`src/rtl/irfe_pkg.sv`:
```
package irfe_pkg;

   localparam int MAX_DIM_DEFAULT = 256;
   localparam int DIM_CFG_W       = 9;
   localparam int DIM_RESET       = 256;
   localparam int CHAN_W          = 8;
   localparam int REG_IDX_W       = 2;

   // output buffer: three slots so that reads stream while one result waits
   localparam int RSP_DEPTH  = 3;
   localparam int RSP_PTR_W  = 2;
   localparam int RSP_CNT_W  = 2;

   localparam logic CMD_WRITE = 1'b0;
   localparam logic CMD_READ  = 1'b1;

   localparam logic [REG_IDX_W-1:0] REG_FRAME_WIDTH    = 2'd0;
   localparam logic [REG_IDX_W-1:0] REG_FRAME_HEIGHT   = 2'd1;
   localparam logic [REG_IDX_W-1:0] REG_TRANSFORM_MODE = 2'd2;

   typedef enum logic [1:0] {
      MODE_ROT_LEFT  = 2'd0,
      MODE_ROT_RIGHT = 2'd1,
      MODE_FLIP_V    = 2'd2,
      MODE_FLIP_H    = 2'd3
   } mode_type;

   typedef struct packed {
      logic [CHAN_W-1:0] red;
      logic [CHAN_W-1:0] green;
      logic [CHAN_W-1:0] blue;
   } pixel_type;

   localparam int PIX_W = $bits(pixel_type);

   typedef struct packed {
      pixel_type pixel;
      logic      last;
   } rsp_entry_type;

endpackage

```
`src/rtl/irfe_rsp_fifo.sv`:
```
module irfe_rsp_fifo import irfe_pkg::*; (
   input  logic                 clock,
   input  logic                 reset,
   input  logic                 push,
   input  rsp_entry_type        push_entry,
   output logic                 pop_valid,
   input  logic                 pop_ready,
   output rsp_entry_type        pop_entry,
   output logic [RSP_CNT_W-1:0] count
);

   rsp_entry_type        slot_ff [RSP_DEPTH];
   logic [RSP_PTR_W-1:0] wptr_ff, wptr_in;
   logic [RSP_PTR_W-1:0] rptr_ff, rptr_in;
   logic [RSP_CNT_W-1:0] cnt_ff, cnt_in;
   logic                 pop;

   assign pop = pop_valid && pop_ready;

   always_comb begin
      wptr_in = wptr_ff;
      rptr_in = rptr_ff;
      cnt_in  = cnt_ff;
      if (push) begin
         wptr_in = (wptr_ff == RSP_PTR_W'(RSP_DEPTH - 1)) ? '0 : wptr_ff + 1'b1;
      end
      if (pop) begin
         rptr_in = (rptr_ff == RSP_PTR_W'(RSP_DEPTH - 1)) ? '0 : rptr_ff + 1'b1;
      end
      if (push && !pop) begin
         cnt_in = cnt_ff + 1'b1;
      end else if (pop && !push) begin
         cnt_in = cnt_ff - 1'b1;
      end
   end

   always_ff @(posedge clock) begin
      if (reset) begin
         wptr_ff <= '0;
         rptr_ff <= '0;
         cnt_ff  <= '0;
      end else begin
         wptr_ff <= wptr_in;
         rptr_ff <= rptr_in;
         cnt_ff  <= cnt_in;
      end
   end

   always_ff @(posedge clock) begin
      if (push) begin
         slot_ff[wptr_ff] <= push_entry;
      end
   end

   assign pop_valid = (cnt_ff != '0);
   assign pop_entry = slot_ff[rptr_ff];
   assign count     = cnt_ff;

endmodule

```
`config.mk`:
```
export PLATFORM = sky130hd
export DESIGN_NAME = irfe_rsp_fifo
export DESIGN_NICKNAME = d
export VERILOG_FILES = /design/src/rtl/irfe_pkg.sv /design/src/rtl/irfe_rsp_fifo.sv
export SDC_FILE = /design/constraint.sdc
export NUM_CORES = 1
export LEC_CHECK = 0
export BUFFER_PORTS_ARGS = -buffer_cell sky130_fd_sc_hd__buf_2
export CORE_MARGIN = 3
export CORE_UTILIZATION = 30
export DETAILED_ROUTE_END_ITERATION = 6
export GPL_ROUTABILITY_DRIVEN = 1
export GPL_TIMING_DRIVEN = 0
export MAX_ROUTING_LAYER = met4
export SLEW_MARGIN = 25
export SYNTH_ARGS = -nofsm -noshare
export SYNTH_HDL_FRONTEND = slang
export SYNTH_SLANG_ARGS = --single-unit
```
`constraint.sdc`:
```
create_clock -name clock -period 4.3 [get_ports clock]
set_clock_uncertainty 0.1 [all_clocks]
set_input_delay 0.86 -clock clock [delete_from_list [all_inputs] [get_ports clock]]
set_output_delay 0.86 -clock clock [all_outputs]
set_load 0.005 [all_outputs]
```
==> impl_metrics.tcl, run 1 <==
set metrics [dict create \
    ios 57 \
    yosys_register_bits 83 \
    clk_pin_slew_ns 0.08 \
    grt_max_degree 15 \
    fin_ws_ns 1.78 \
    drt_iter0_markers 77 \
    cts_root_buf "clkbuf_8" \
    outcome "completed" \
    num_vias 1726 \
    io_buffers 56 \
    reg2regPathDepth 4 \
    synthSimpleGateAreaFrac_pct 5.28 \
    fillCellCount 937 \
    cts_sinks 83 \
    synth_area_um2 3080 \
    slew_violations 0 \
    diodes 0 \
    ant_nets 0 \
    critical_path_arrival_ns 1.56 \
    cp-start-kind "flip-flop" \
    yosysWarnings 0 \
    irDropWorstVdd_mv 0.266 \
    leakage_nw 1.30 \
    r2r_setup_slack_ns 2.57 \
    min_from "rptr_ff[1]" \
    synth_top_area_cell "edfxtp_1" \
    hpwl_um 3900 \
    synthXorXnorAreaFrac_pct 0.569 \
    dpl_worst_slack_ns 1.92 \
    ys_top_cells_by_area "edfxtp_1, mux2i_1, dfxtp_1" \
    max_stage_delay_ns 0.43 \
    via_per_inst 4.29 \
    slew_headroom_pct 65.6 \
    synth_commonest_cells "edfxtp_1, nand2_1, mux2i_1, o21ai_1, dfxtp_1" \
    syn_nets 221 \
    powerDensity_nw_per_um2 473 \
    yosysTopAreaCellShare_pct 73.1 \
    drc 0 \
    dr.pass1.iters 4 \
    fin_crit_sh_pct 58.5 \
    cts.htree.levels 3 \
    synthMuxAreaShare_pct 8.49 \
    grt_usage_pct 10.6 \
    die_w_um 107 \
    antenna_found_initial 0 \
    synth_compound_area_share_pct 5.28 \
    path_max_fanout 10 \
    route.detailed.wl_per_inst_um 14.0 \
    post_cts_buffers 0 \
    cp_top_family "buffers and inverters" \
    synth_cell_types 21 \
    coreArea_um2 9860 \
    slowest_stage "clkbuf_1" \
    finalWirelength_um 5610 \
    fp-row-count 36 \
    synth_cells 191 \
    critical_path_class "flip-flop to output pin" \
    crit_required_ns 3.34 \
    path_buf_inv 2 \
    endpoint "pop_entry[21]" \
    grt_pass1_wl_um 8500 \
    drive_gt1_share_pct 31.2 \
    drv_cap 0 \
    max_freq_ghz 0.397 \
    design_area_um2 3810 \
    end_kind "output pin" \
    die-area_um2 11500 \
    synth-seq-area-share_pct 78.3 \
    cts_buffer_depth 2 \
    fin_nets 294 \
    numCtsBuffers 9 \
    cp_num_cells 4 \
    placed_cell_area_um2 3630 \
    grt_overflow 0 \
    rsz0062_at_grt "no" \
    synth_top_family_by_area "multiplexers" \
    cts_tree "built" \
    synth.avg_cell_area_um2 16.1 \
    path_cells "clkbuf_1, nand2_1, o21ai_1, buf_2" \
    worstSkewPairLatency_ns 0.34 \
    cts_resized 0 \
    gp_congestion 0.642 \
    die_h_um 107 \
    grt_pass1_vias 1647 \
    start_util_pct 31.2 \
    final_util_pct 38.6 \
    rr_startpoint "wptr_ff[1]" \
    synthMostInstantiatedCell "edfxtp_1" \
    hold_buffers 0 \
    period_minus_slack_ns 2.52 \
    ys_async_sr_fraction_pct 0 \
    worstMarginPinSlew_ns 0.517 \
    power_mw 1.80 \
    r2r_end "slot_ff[0][23]" \
    synth_edf_count 75 \
    synthFlopType "edfxtp_1" \
    finalHoldViolations 0 \
    area_growth_pct 23.6 \
    setup_viol 0 \
    synthAdderAreaFrac_pct 0.406 \
    hold_class "flip-flop to flip-flop" \
]
-- power breakdown --
part | switching [mW] | internal (mW) | total [mW]
Combinational | 0.189 | 0.180 | 0.369
Clock | 0.251 | 0.224 | 0.475
Sequential | 0.0251 | 0.932 | 0.957
-- placed cells by master, fill, tap and decap left out --
master and n:
buf_4 3, or3b_1 1, nand2_1 29, edfxtp_1 75, mux2_2 1, clkinvlp_4 3
dfxtp_1 8, buf_16 2, xor2_1 2, buf_6 3, or3_1 2, clkinv_1 1
clkbuf_8 10, or2_1 1, nor2_4 2, nor2_1 3, o21ai_2 1, inv_1 1
nor3b_2 1, a21oi_2 1, o21ai_1 25, a21oi_1 3, o21ai_0 1, ha_1 1
mux2i_1 25, buf_2 57, clkbuf_1 7
-- state kept, by name (all words and copies together) (netlist names), named ones only --
name and flops:
slot_ff 75, count 2, rptr_ff 2, wptr_ff 2
-- worst min-delay path, delay by kind of cell, from the launching register on --
kind | cells | cell delay [ns]
flip-flops | 1 | 0.33
AO/OA/AOI/OAI | 1 | 0.06
AND/OR/NAND/NOR | 1 | 0.07
-- kinds of logic after synthesis --
group	after synthesis
compound gates	31
xor+xnor	2
flops	83
mux	26
fa+ha+maj	1
buf+inv	9
simple gates	39
-- area by class of cell --
class	count	area [um^2]	share of cell area (%)
well taps	133	166	4.37
flip-flops and latches	83	2410	63.4
clock buffers	12	145	3.81
inverters	1	3.75	0.0986
plain buffers	8	46.3	1.22
multi-input cells	99	637	16.7
repair buffers	62	369	9.70
clock inverters	4	26.3	0.690
-- routing by layer --
metal | GRT usage, % | part of all wire (%) | vias to the layer above
met5 | - | 0 | -
met4 | 4.66 | 1.3 | 0
met3 | 4.08 | 6.1 | 6
met2 | 16.6 | 50 | 37
met1 | 12.1 | 43 | 829
li1 | - | - | 854
-- how the worst min path moves through the flow --
stage,endpoint,depth (start not counted),slack [ns]
floorplan,flip-flop,2,0.35
global placement,rptr_ff[0],2,0.37
detailed placement,rptr_ff[1],2,0.38
CTS,rptr_ff[1],2,0.40
global route,rptr_ff[1],2,0.42
finish,rptr_ff[1],2,0.40
-- through the flow --
step	hold WS [ns]	TNS, ns	cells
global placement	0.372	-18.60	380
CTS	0.397	0	402
finish	0.399	0	402
global route	0.425	0	402
floorplan	0.346	0	191
detailed placement	0.378	0	386
Power figures use the tool's default switching activity.
==> run 2, diff against run 1 <==
==> constraint.sdc (replaced) <==
create_clock -name clock -period 2.5 [get_ports clock]
set_clock_uncertainty 0.1 [all_clocks]
set_input_delay 0.5 -clock clock [delete_from_list [all_inputs] [get_ports clock]]
set_output_delay 0.5 -clock clock [all_outputs]
set_load 0.005 [all_outputs]
==> impl_metrics.tcl, run 2 (synthesized netlist as in run 1, its figures left out) <==
set metrics [dict create \
    crit_required_ns 1.90 \
    holdWs_ns 0.254 \
    clk_pin_slew_ns 0.08 \
    post-place-cells 384 \
    end_kind "output pin" \
    power_frac_comb_pct 19.3 \
    io_buffers 56 \
    dr.pass1.iters 4 \
    cts_buffer_depth 2 \
    numCtsBuffers 9 \
    mostFrequentLayoutCell "edfxtp_1" \
    slew_violations 0 \
    ant_nets 0 \
    leakage_nw 1.32 \
    hpwl_um 3940 \
    coreArea_um2 9860 \
    fin_cells 399 \
    ios 57 \
    grt_pass1_wl_um 9310 \
    swShare_pct 25.3 \
    final_util_pct 38.8 \
    fin_nets 292 \
    grt_pass1_vias 1849 \
    fin_crit_sh_pct 85.9 \
    drc 0 \
    start_util_pct 31.2 \
    largest_reg_flops 75 \
    die-area_um2 11500 \
    cts.htree.levels 3 \
    cts_resized 0 \
    p_switching_mw 0.836 \
    max_freq_ghz 0.466 \
    num_vias 1757 \
    finalHoldViolations 0 \
    drive_gt1_share_pct 31.6 \
    antenna_found_initial 0 \
    fp-row-count 36 \
    outcome "completed" \
    cts_tree "built" \
    period_minus_slack_ns 2.15 \
    grt_usage_pct 11.2 \
    finalWirelength_um 5820 \
    path_max_fanout 10 \
    rsz0062_at_grt "no" \
    internal_power_mw 2.47 \
    die_w_um 107 \
    hold_buffers 0 \
    die_h_um 107 \
    fillCellCount 943 \
    worstMarginPinSlew_ns 0.572 \
    grt_overflow 0 \
    via_per_inst 4.40 \
    critical_path_class "flip-flop to output pin" \
    seq_power_share_pct 49.8 \
    powerDensity_nw_per_um2 862 \
    power_mw 3.30 \
    cts_root_buf "clkbuf_8" \
    slew_headroom_pct 61.8 \
    setup_viol 0 \
    grt_max_degree 15 \
    worstSkewPairLatency_ns 0.34 \
    layout_common_cells "edfxtp_1, buf_2, nand2_1, mux2i_1, o21ai_1" \
    cp-start-kind "flip-flop" \
    hold_class "input port to flip-flop" \
    cts_sinks 83 \
    area_growth_pct 24.4 \
    clockPowerShare_pct 30.9 \
    diodes 0 \
    drv_cap 0 \
    critical_path_arrival_ns 1.55 \
    post_cts_buffers 0 \
    dpl_worst_slack_ns 0.674 \
    fin_ws_ns 0.352 \
    top_register "slot_ff" \
    drt_iter0_markers 79 \
    route.detailed.wl_per_inst_um 14.6 \
    gp_congestion 0.624 \
    irDropWorstVdd_mv 0.344 \
]
-- run 2: final cells by class --
cell class                      instances  area (um^2)  area share (%)
Sequential cell                        83         2410            63.0
Tap cell                              133          166            4.34
Inverter                                1         3.75          0.0980
Clock inverter                          6         90.1            2.35
Timing Repair Buffer                   60          345            9.01
Clock buffer                            9          124            3.23
Multi-Input combinational cell         99          643            16.8
Buffer                                  8         46.3            1.21
-- run 2: layer usage --
layer	track usage [%]	wire length, um	up-vias
met5	-	0	-
met4	4.11	74	0
met3	3.42	265	8
met2	17.9	2820	40
met1	13.5	2660	857
li1	-	-	852
-- run 2: critical path, cell delays in order (launching register included) --
cell and delay (ns):
dfxtp_1 0.31, buf_2 0.23, buf_6 0.22, mux2i_1 0.20, o21ai_1 0.09, buf_2 0.16
-- run 2: worst paths after layout --
check / from / to / slack (ns) / depth (start not counted)
worst max-delay path: flip-flop / pop_entry[21] / 0.35 / 5
worst min-delay path: push_entry[4] / slot_ff[0][4] / 0.25 / 1
worst max register to register: wptr_ff[0] / slot_ff[1][1] / 0.87 / 3
worst min register to register: rptr_ff[1] / flip-flop / 0.40 / 2
-- run 2: power groups by stage --
stage          sequential [mW]  clock [mW]  combinational, mW
2_1_floorplan             1.67           0              0.377
3_3_place_gp              1.68           0              0.632
3_5_place_dp              1.68           0              0.654
4_1_cts                   1.65        1.06              0.658
5_1_grt                   1.66        1.13              0.711
6_report                  1.65        1.02              0.638
-- run 2: per-stage QoR --
stage | TNS [ns] | area [um^2]
floorplan | 0 | 3080
global placement | -40.22 | 3530
detailed placement | 0 | 3620
CTS | 0 | 3830
global route | 0 | 3830
finish | 0 | 3830
