===== src/rtl/irfe_pkg.sv =====
package irfe_pkg;

   localparam int MAX_DIM_DEFAULT = 256;
   localparam int DIM_CFG_W       = 9;
   localparam int DIM_RESET       = 256;
   localparam int CHAN_W          = 8;
   localparam int REG_IDX_W       = 2;

   // output buffer: three slots so that reads stream while one result waits
   localparam int RSP_DEPTH  = 3;
   localparam int RSP_PTR_W  = 2;
   localparam int RSP_CNT_W  = 2;

   localparam logic CMD_WRITE = 1'b0;
   localparam logic CMD_READ  = 1'b1;

   localparam logic [REG_IDX_W-1:0] REG_FRAME_WIDTH    = 2'd0;
   localparam logic [REG_IDX_W-1:0] REG_FRAME_HEIGHT   = 2'd1;
   localparam logic [REG_IDX_W-1:0] REG_TRANSFORM_MODE = 2'd2;

   typedef enum logic [1:0] {
      MODE_ROT_LEFT  = 2'd0,
      MODE_ROT_RIGHT = 2'd1,
      MODE_FLIP_V    = 2'd2,
      MODE_FLIP_H    = 2'd3
   } mode_type;

   typedef struct packed {
      logic [CHAN_W-1:0] red;
      logic [CHAN_W-1:0] green;
      logic [CHAN_W-1:0] blue;
   } pixel_type;

   localparam int PIX_W = $bits(pixel_type);

   typedef struct packed {
      pixel_type pixel;
      logic      last;
   } rsp_entry_type;

endpackage


===== src/rtl/irfe_waddr.sv =====
module irfe_waddr import irfe_pkg::*; #(
   parameter int MAX_DIM = MAX_DIM_DEFAULT
) (
   input  logic                                   clock,
   input  logic                                   reset,
   input  logic                                   restart,
   input  logic [$clog2(MAX_DIM+1)-1:0]           width_eff,
   input  logic [$clog2(MAX_DIM+1)-1:0]           height_eff,
   input  mode_type                               mode,
   input  logic                                   wr_accept,
   input  pixel_type                              wr_pixel,
   output logic                                   mem_wr_en,
   output logic [$clog2(MAX_DIM*MAX_DIM)-1:0]     mem_wr_addr,
   output pixel_type                              mem_wr_data
);

   localparam int DIM_W  = $clog2(MAX_DIM + 1);
   localparam int CNT_W  = $clog2(MAX_DIM);
   localparam int ADDR_W = $clog2(MAX_DIM * MAX_DIM);

   logic [CNT_W-1:0]  col_ff, col_in;
   logic [CNT_W-1:0]  row_ff, row_in;
   logic              vld_ff, vld_in;
   logic [ADDR_W-1:0] prod_ff, prod_in;
   logic [ADDR_W-1:0] add_ff, add_in;
   pixel_type         data_ff;

   logic [CNT_W-1:0]  w_m1, h_m1, col_rev, row_rev;
   logic [CNT_W-1:0]  mul_a, addend;
   logic [DIM_W-1:0]  mul_b;
   logic              col_wrap, row_wrap;

   assign w_m1    = CNT_W'(width_eff - 1'b1);
   assign h_m1    = CNT_W'(height_eff - 1'b1);
   assign col_rev = w_m1 - col_ff;
   assign row_rev = h_m1 - row_ff;

   // target = mul_a * mul_b + addend, per transform
   always_comb begin
      case (mode)
         MODE_ROT_LEFT: begin
            mul_a  = col_rev;
            mul_b  = height_eff;
            addend = row_ff;
         end
         MODE_ROT_RIGHT: begin
            mul_a  = col_ff;
            mul_b  = height_eff;
            addend = row_rev;
         end
         MODE_FLIP_V: begin
            mul_a  = row_rev;
            mul_b  = width_eff;
            addend = col_ff;
         end
         default: begin
            mul_a  = row_ff;
            mul_b  = width_eff;
            addend = col_rev;
         end
      endcase
   end

   assign prod_in = ADDR_W'(mul_a * mul_b);
   assign add_in  = {{(ADDR_W-CNT_W){1'b0}}, addend};

   assign col_wrap = (col_ff == w_m1);
   assign row_wrap = (row_ff == h_m1);

   always_comb begin
      col_in = col_ff;
      row_in = row_ff;
      if (restart) begin
         col_in = '0;
         row_in = '0;
      end else if (wr_accept) begin
         if (col_wrap) begin
            col_in = '0;
            row_in = row_wrap ? '0 : row_ff + 1'b1;
         end else begin
            col_in = col_ff + 1'b1;
         end
      end
   end

   assign vld_in = wr_accept;

   always_ff @(posedge clock) begin
      if (reset) begin
         col_ff <= '0;
         row_ff <= '0;
         vld_ff <= 1'b0;
      end else begin
         col_ff <= col_in;
         row_ff <= row_in;
         vld_ff <= vld_in;
      end
   end

   always_ff @(posedge clock) begin
      if (wr_accept) begin
         prod_ff <= prod_in;
         add_ff  <= add_in;
         data_ff <= wr_pixel;
      end
   end

   assign mem_wr_en   = vld_ff;
   assign mem_wr_addr = prod_ff + add_ff;
   assign mem_wr_data = data_ff;

endmodule


===== config.mk =====
export PLATFORM = sky130hd
export DESIGN_NAME = irfe_waddr
export DESIGN_NICKNAME = d
export VERILOG_FILES = /design/src/rtl/irfe_pkg.sv /design/src/rtl/irfe_waddr.sv
export SDC_FILE = /design/constraint.sdc
export NUM_CORES = 1
export LEC_CHECK = 0
export ABC_AREA = 1
export BUFFER_PORTS_ARGS = -buffer_cell sky130_fd_sc_hd__clkbuf_2
export CORE_ASPECT_RATIO = 1.5
export CORE_MARGIN = 2
export CORE_UTILIZATION = 35
export DETAILED_ROUTE_END_ITERATION = 10
export HOLD_SLACK_MARGIN = 0.08
export PLACE_DENSITY_LB_ADDON = 0.12
export SYNTH_ARGS = -nofsm -noshare
export SYNTH_HDL_FRONTEND = slang
export SYNTH_SLANG_ARGS = --single-unit

===== constraint.sdc =====
create_clock -name clock -period 9.5 [get_ports clock]
set_input_delay 0.475 -clock clock [delete_from_list [all_inputs] [get_ports clock]]
set_output_delay 0.475 -clock clock [all_outputs]
set_load 0.1 [all_outputs]

==> key figures, run 1 <==
Setup path
  – Crit Reg-Reg Startpoint: row_ff[0]
  – Register-to-Register Setup Slack: 3550 ps
  – CP required: 9590 ps
  – Most used cell along the critical path: nand2_1
  – Kind of end point of the critical path: flop
  – Biggest cell delay along the critical path: 540 ps
  – Reg-to-Reg End: prod_ff[13]
  – Largest fanout on the critical path: 6
  – CP startpoint kind: input port
  – Worst path slowest cell: fa_1
  – Setup CP Type: input port to flop
  – CP arrival: 6270 ps
  – Worst-case reg-to-reg path depth: 24

CTS
  – Setup Buffers After CTS: 0
  – Worst skew pair latency: 330 ps
  – Post-cts gate resize count: 0
  – Clock-pin slew on the worst setup and hold paths: 60 ps
  – CTS buffer count: 9
  – Htree depth: 3
  – Hold buffers post-CTS: 0
  – Clock sinks: 65
  – CTS tree: done
  – Bufs on Longest Clock Path: 2
  – Root Buffer: clkbuf_16

Routing
  – ANT nets after route: 0
  – DRT Pass-1 Iters: 5
  – Routed length per instance: 15.1 um
  – Total Wirelength: 16700 um
  – Vias: 5324
  – Initial drt markers: 197
  – Post-route DRC: 0
  – Drt via density: 4.82

Worst hold path
  – Worst hold path class: input port to flop
  – Hold depth: 2
  – Hold path startpoint: reset
  – Hold EP: mem_wr_en

Logic synthesis
  – Mapped cell area: 0.00636 mm^2
  – Syn Nets: 937
  – Most common library cells after synthesis: 171 x inv_1, 148 x nand2_1, 79 x nor2_1, 61 x ha_1, 48 x edfxtp_1
  – Post-Synth Simple-Gate Area: 19.8%
  – Synth Area in Adders: 25.9%
  – Synth warn: 0
  – Register area share after synthesis: 28.0%
  – Dominant cells by area after synthesis: edfxtp_1 23%, fa_1 14%, ha_1 12%
  – Post-Syn Instances: 784
  – Top cell type by total area after synthesis: edfxtp_1
  – Share of Yosys cell area claimed by the top area cell type: 22.7%
  – Main combinational cell family by area after synthesis: adder cells
  – Synth Register Bits: 65
  – Synth Area in Compound Gates: 8.36%
  – Top-count cell post-synth: inv_1
  – Async set-reset flop share out of synthesis: 0%
  – Synth unique cells: 41
  – Post-synth EDFFs: 48
  – Synthesized area per cell: 8.11 um^2
  – Post-synthesis mux area share: 0%
  – XOR/XNOR share of the synthesized area: 7.57%
  – Synth Flop Type: edfxtp_1

Placed design
  – Placed Area: 0.00708 mm^2
  – DP HPWL: 14200 um
  – # port buffers: 88
  – Final Wtd Congestion: 0.998

STA
  – Period utilisation layout: 65.0%
  – Final min period: 6180 ps
  – Fmax: 162 MHz
  – Final setup viols: 0
  – Count of pins over their slew limit: 0
  – Clock skew: 8.86 ps
  – RSZ-0062 raised after global routing: false
  – Final hold violations: 0
  – Slew at the pin closest to its max-slew limit: 899 ps
  – Max-slew headroom: 39.4%
  – Final setup TNS: 0 ps

Die
  – Die height: 169 um
  – Die width: 114 um
  – Core area: 0.0179 mm^2
  – Starting Density: 35.6%
  – Rows: 60
  – Total I/O pin count: 89
  – Die area: 0.0193 mm^2

Final layout
  – Design Area, Final: 0.00739 mm^2
  – Ant. Diodes: 0
  – Fin nets: 1036
  – Share of layout cells above drive strength 1: 14.1%
  – Synth-to-layout area growth: 16.2%

GRT
  – Largest net degree at the start of global routing: 56
  – Vias in the first global route: 5506
  – Gr usage total: 18.1%
  – Grt ovf: 0
  – First-pass GRT wire length: 26900 um
  – Antenna violations before repair: 0

Run
  – Max-cap violations: 0

Outcome
  – Status: completed

Pwr
  – Overall power: 1.73 mW
  – Pwr/cell area: 234 mW/mm^2
  – VDD IR max: 0.0000865 V
  – Lkg Pwr: 3.68 nW
-- registers in the layout, summed over array words and instances (netlist names) --
name         cells
mem_wr_data     24
prod_ff         16
add_ff           8
col_ff           8
row_ff           8
mem_wr_en        1
-- routing by layer --
layer / global-route usage (%) / routed length, um / vias up
li1: - / - / 2696
met1: 18.2 / 6240 / 2452
met2: 35.6 / 9270 / 123
met3: 2.58 / 458 / 53
met4: 9.07 / 716 / 0
met5: 0 / 0 / -
-- power by group --
part	switching, mW	leakage (nW)	internal (mW)
Clock	0.126	0.150	0.209
Combinational	0.755	2.92	0.257
Sequential	0.0196	0.613	0.366
Total	0.901	3.68	0.831
-- cells by family (layout without fill, tap and decap cells) --
kind of cell               Yosys count  count (layout)
and+or+nand+nor                    294             294
adders and majority gates          105             105
buffers and inverters              176             280
xor gates and xnor gates            55              55
AOI/OAI and AO/OA                   89              89
DFF                                 65              65
-- critical path, delay by kind of cell --
family	cells	cell delay (ps)
adder cells (fa/ha/maj)	7	3010
AND/OR/NAND/NOR	13	1570
AO/OA/AOI/OAI	4	610
buffers and inverters	6	380
XOR/XNOR	2	200
-- metrics by stage --
stage	util, %	std cells	setup slack, ps	hold WS [ps]
finish	41.3	1105	3320	309
global route	41.3	1105	2780	297
CTS	41.3	1105	3330	290
detailed placement	39.6	1089	2960	541
global placement	39.6	1089	2950	535
floorplan	-	784	3650	496
-- cells in the final DEF (no fill, tap or decap), types with 5 or more instances in the layout --
cell         n
nor3_1       8
fa_1        44
nand2_2      5
xnor2_1     18
ha_1        61
a21oi_1     33
nand4_1      5
o2111ai_1    6
clkbuf_2    88
o21ai_1      5
clkbuf_16   11
nand3_1     34
dfxtp_1     17
inv_1      171
o21ai_0     24
xor2_1      37
edfxtp_1    48
nor2_1      79
nand2_1    148
-- worst max-delay path by stage --
stage / depth (start not counted) / startpoint / endpoint
final: 32 / height_eff[0] / prod_ff[13]
after global routing: 33 / width_eff[0] / prod_ff[13]
after CTS: 29 / height_eff[0] / prod_ff[12]
after detailed placement: 32 / height_eff[0] / prod_ff[13]
after global placement: 29 / height_eff[0] / prod_ff[12]
after floorplan: 32 / width_eff[0] / prod_ff[13]
-- layout make-up --
class	count	area, um^2
Fill cell	1887	10500
Timing Repair Buffer	92	470
Sequential cell	65	1780
Tap cell	217	272
Clock buffer	13	283
Multi-Input combinational cell	543	3920
Clock inverter	3	20.0
Inverter	172	646
Note: power is estimated with default switching activity, not from simulation.
==> run 2, diff against run 1 <==
==> constraint.sdc (replaced) <==
create_clock -name clock -period 6.2 [get_ports clock]
set_input_delay 0.31 -clock clock [delete_from_list [all_inputs] [get_ports clock]]
set_output_delay 0.31 -clock clock [all_outputs]
set_load 0.1 [all_outputs]
==> key figures, run 2 (same netlist as run 1, synthesis figures left out) <==
Pwr
  – NetSw: 1.42 mW (was 901 uW)
  – Internal power: 1.37 mW (was 831 uW)
  – Comb power frac: 60.2% (was 58.4%)
  – Lkg Pwr: 3.91 nW (was 3.68 nW)
  – Sw Ratio: 50.9% (was 52.0%)
  – VDD IR max: 0.000160 V (was 0.0000865 V)
  – Clock network power share: 18.6% (was 19.3%)
  – Pwr/cell area: 358 mW/mm^2 (was 234 mW/mm^2)
  – Seq pwr share: 21.2% (was 22.3%)

Setup path
  – Worst-case reg-to-reg path depth: 25 (was 24)
  – Setup CP Type: input port to flop (unchanged)
  – CP required: 6270 ps (was 9590 ps)
  – Largest delay share family, worst path: adder cells (unchanged)
  – CP Depth: 33 (was 32)
  – Reg-to-Reg End: prod_ff[13] (unchanged)
  – Crit. Startpoint: height_eff[1] (was height_eff[0])
  – Biggest cell delay along the critical path: 540 ps (about the same)
  – Crit Reg-Reg Startpoint: row_ff[0] (unchanged)
  – Kind of end point of the critical path: flop (unchanged)
  – Register-to-Register Setup Slack: 440 ps (was 3550 ps)
  – Worst setup path endpoint: prod_ff[13] (unchanged)
  – CP startpoint kind: input port (unchanged)
  – Buf/Inv on CP: 7 (was 6)
  – Worst path slowest cell: fa_1 (unchanged)
  – CP arrival: 5900 ps (was 6270 ps)
  – Largest fanout on the critical path: 6 (unchanged)

CTS
  – Hold buffers post-CTS: 0 (unchanged)
  – Clock-pin slew on the worst setup and hold paths: 60 ps (about the same)
  – Root Buffer: clkbuf_16 (unchanged)
  – CTS buffer count: 9 (unchanged)
  – CTS tree: done (unchanged)
  – Htree depth: 3 (unchanged)
  – Worst skew pair latency: 340 ps (was 330 ps)
  – Bufs on Longest Clock Path: 2 (unchanged)
  – Clock sinks: 65 (unchanged)
  – Setup Buffers After CTS: 0 (unchanged)

Final layout
  – Fillcell total: 1842 (was 1887)
  – Design Area, Final: 0.00777 mm^2 (was 0.00739 mm^2)
  – Synth-to-layout area growth: 22.2% (was 16.2%)
  – Ant. Diodes: 0 (unchanged)
  – Most frequent cells in the layout: 171 x inv_1, 146 x nand2_1, 88 x clkbuf_2 (was 171 x inv_1, 148 x nand2_1, 88 x clkbuf_2)
  – Most common cell after layout, fill and taps aside: inv_1 (unchanged)
  – Share of layout cells above drive strength 1: 19.4% (was 14.1%)
  – Post-Layout Cell Count: 1152 (was 1105)
  – Max reg flops: 24 (unchanged)
  – Fin nets: 1083 (was 1036)

GRT
  – Largest net degree at the start of global routing: 56 (unchanged)
  – Vias in the first global route: 5728 (was 5506)
  – Antenna violations before repair: 0 (unchanged)
  – Gr usage total: 18.3% (was 18.1%)
  – First-pass GRT wire length: 27100 um (was 26900 um)
  – Grt ovf: 0 (unchanged)

Placed design
  – Final Wtd Congestion: 0.927 (was 0.998)
  – # port buffers: 88 (unchanged)
  – Dpl ws: -126 ps (was 2960 ps)
  – Placed Area: 0.00744 mm^2 (was 0.00708 mm^2)
  – DP Cell Count: 1136 (was 1089)
  – DP HPWL: 14600 um (was 14200 um)

Die
  – Starting Density: 35.6% (unchanged)
  – Total I/O pin count: 89 (unchanged)
  – Die area: 0.0193 mm^2 (unchanged)
  – Core area: 0.0179 mm^2 (unchanged)
  – Die width: 114 um (unchanged)
  – Rows: 60 (unchanged)
  – Die height: 169 um (unchanged)

STA
  – Count of pins over their slew limit: 0 (unchanged)
  – Worst Setup Slack, final: 374 ps (was 3320 ps)
  – Final min period: 5830 ps
  – Max-slew headroom: 41.0% (was 39.4%)
  – Fmax: 172 MHz
  – Final hold violations: 0 (unchanged)
  – Period utilisation layout: 94.0%
  – Slew at the pin closest to its max-slew limit: 875 ps (was 899 ps)
  – Final setup viols: 0 (unchanged)
  – Clock skew: 13.0 ps (was 8.86 ps)
  – Hold_ws: 148 ps (was 309 ps)

Routing
  – Vias: 5497 (was 5324)
  – DRT Pass-1 Iters: 4 (was 5)
  – Routed length per instance: 14.7 um (was 15.1 um)
  – Drt via density: 4.77 (was 4.82)
  – Total Wirelength: 16900 um (was 16700 um)
  – ANT nets after route: 0 (unchanged)
  – Initial drt markers: 190 (was 197)
  – Post-route DRC: 0 (unchanged)

Worst hold path
  – Worst hold path class: input port to flop (unchanged)

Run
  – Max-cap violations: 0 (unchanged)

Outcome
  – Status: completed (unchanged)
run 2: cell types whose count changed in the layout (fill, tap and decap cells not counted), moves of 2 or more:
cell / previous run / this run
clkinvlp_4: 0 / 2
buf_4: 4 / 51
clkbuf_16: 11 / 9
clkbuf_1: 2 / 0
nand2_2: 5 / 7
nand2_1: 148 / 146
run 2: power groups by stage:
stage	registers [mW]	logic, mW	clock network (mW)
final	0.591	1.67	0.517
after global routing	0.599	1.84	0.549
after CTS	0.592	1.69	0.535
after detailed placement	0.601	1.69	0
after global placement	0.600	1.68	0
after floorplan	0.689	1.19	0
run 2: area by class of cell:
type	instances	area [um^2]	area share [%]
timing repair buffer	139	823	10.6
inverter	172	646	8.31
tap	217	272	3.49
clock buffer	9	225	2.90
clock inverter	7	78.8	1.01
sequential	65	1780	22.9
multi-input combinational	543	3940	50.8
run 2: stage by stage:
step	TNS (ps)	power [mW]	utilization [%]
2_1_floorplan	0	1.88	-
6_report	0	2.78	43.5
5_1_grt	-14.8	2.98	43.5
3_3_place_gp	-64.0	2.28	41.6
4_1_cts	0	2.82	43.3
3_5_place_dp	-376	2.29	41.6
run 2: worst min path at each step:
stage	startpoint	end	cells after the start	slack (ps)
floorplan	reset	mem_wr_en	1	380
global placement	wr_pixel[0]	mem_wr_data[0]	1	490
detailed placement	wr_pixel[21]	mem_wr_data[21]	1	490
CTS	wr_pixel[16]	mem_wr_data[16]	1	130
global route	wr_pixel[10]	mem_wr_data[10]	1	130
finish	reset	mem_wr_en	2	150
run 2: what timing repair did:
item / in CTS / in global routing
setup endpoints to repair: 0 / 6
endpoints found under the hold margin: 0 / 0
gates resized for setup: 0 / 7
run 2: per-layer routing:
layer	GRT usage [%]	wire length (um)
met5	0	0
met4	12.0	1070
met3	2.94	441
met2	35.4	9360
met1	17.3	6070
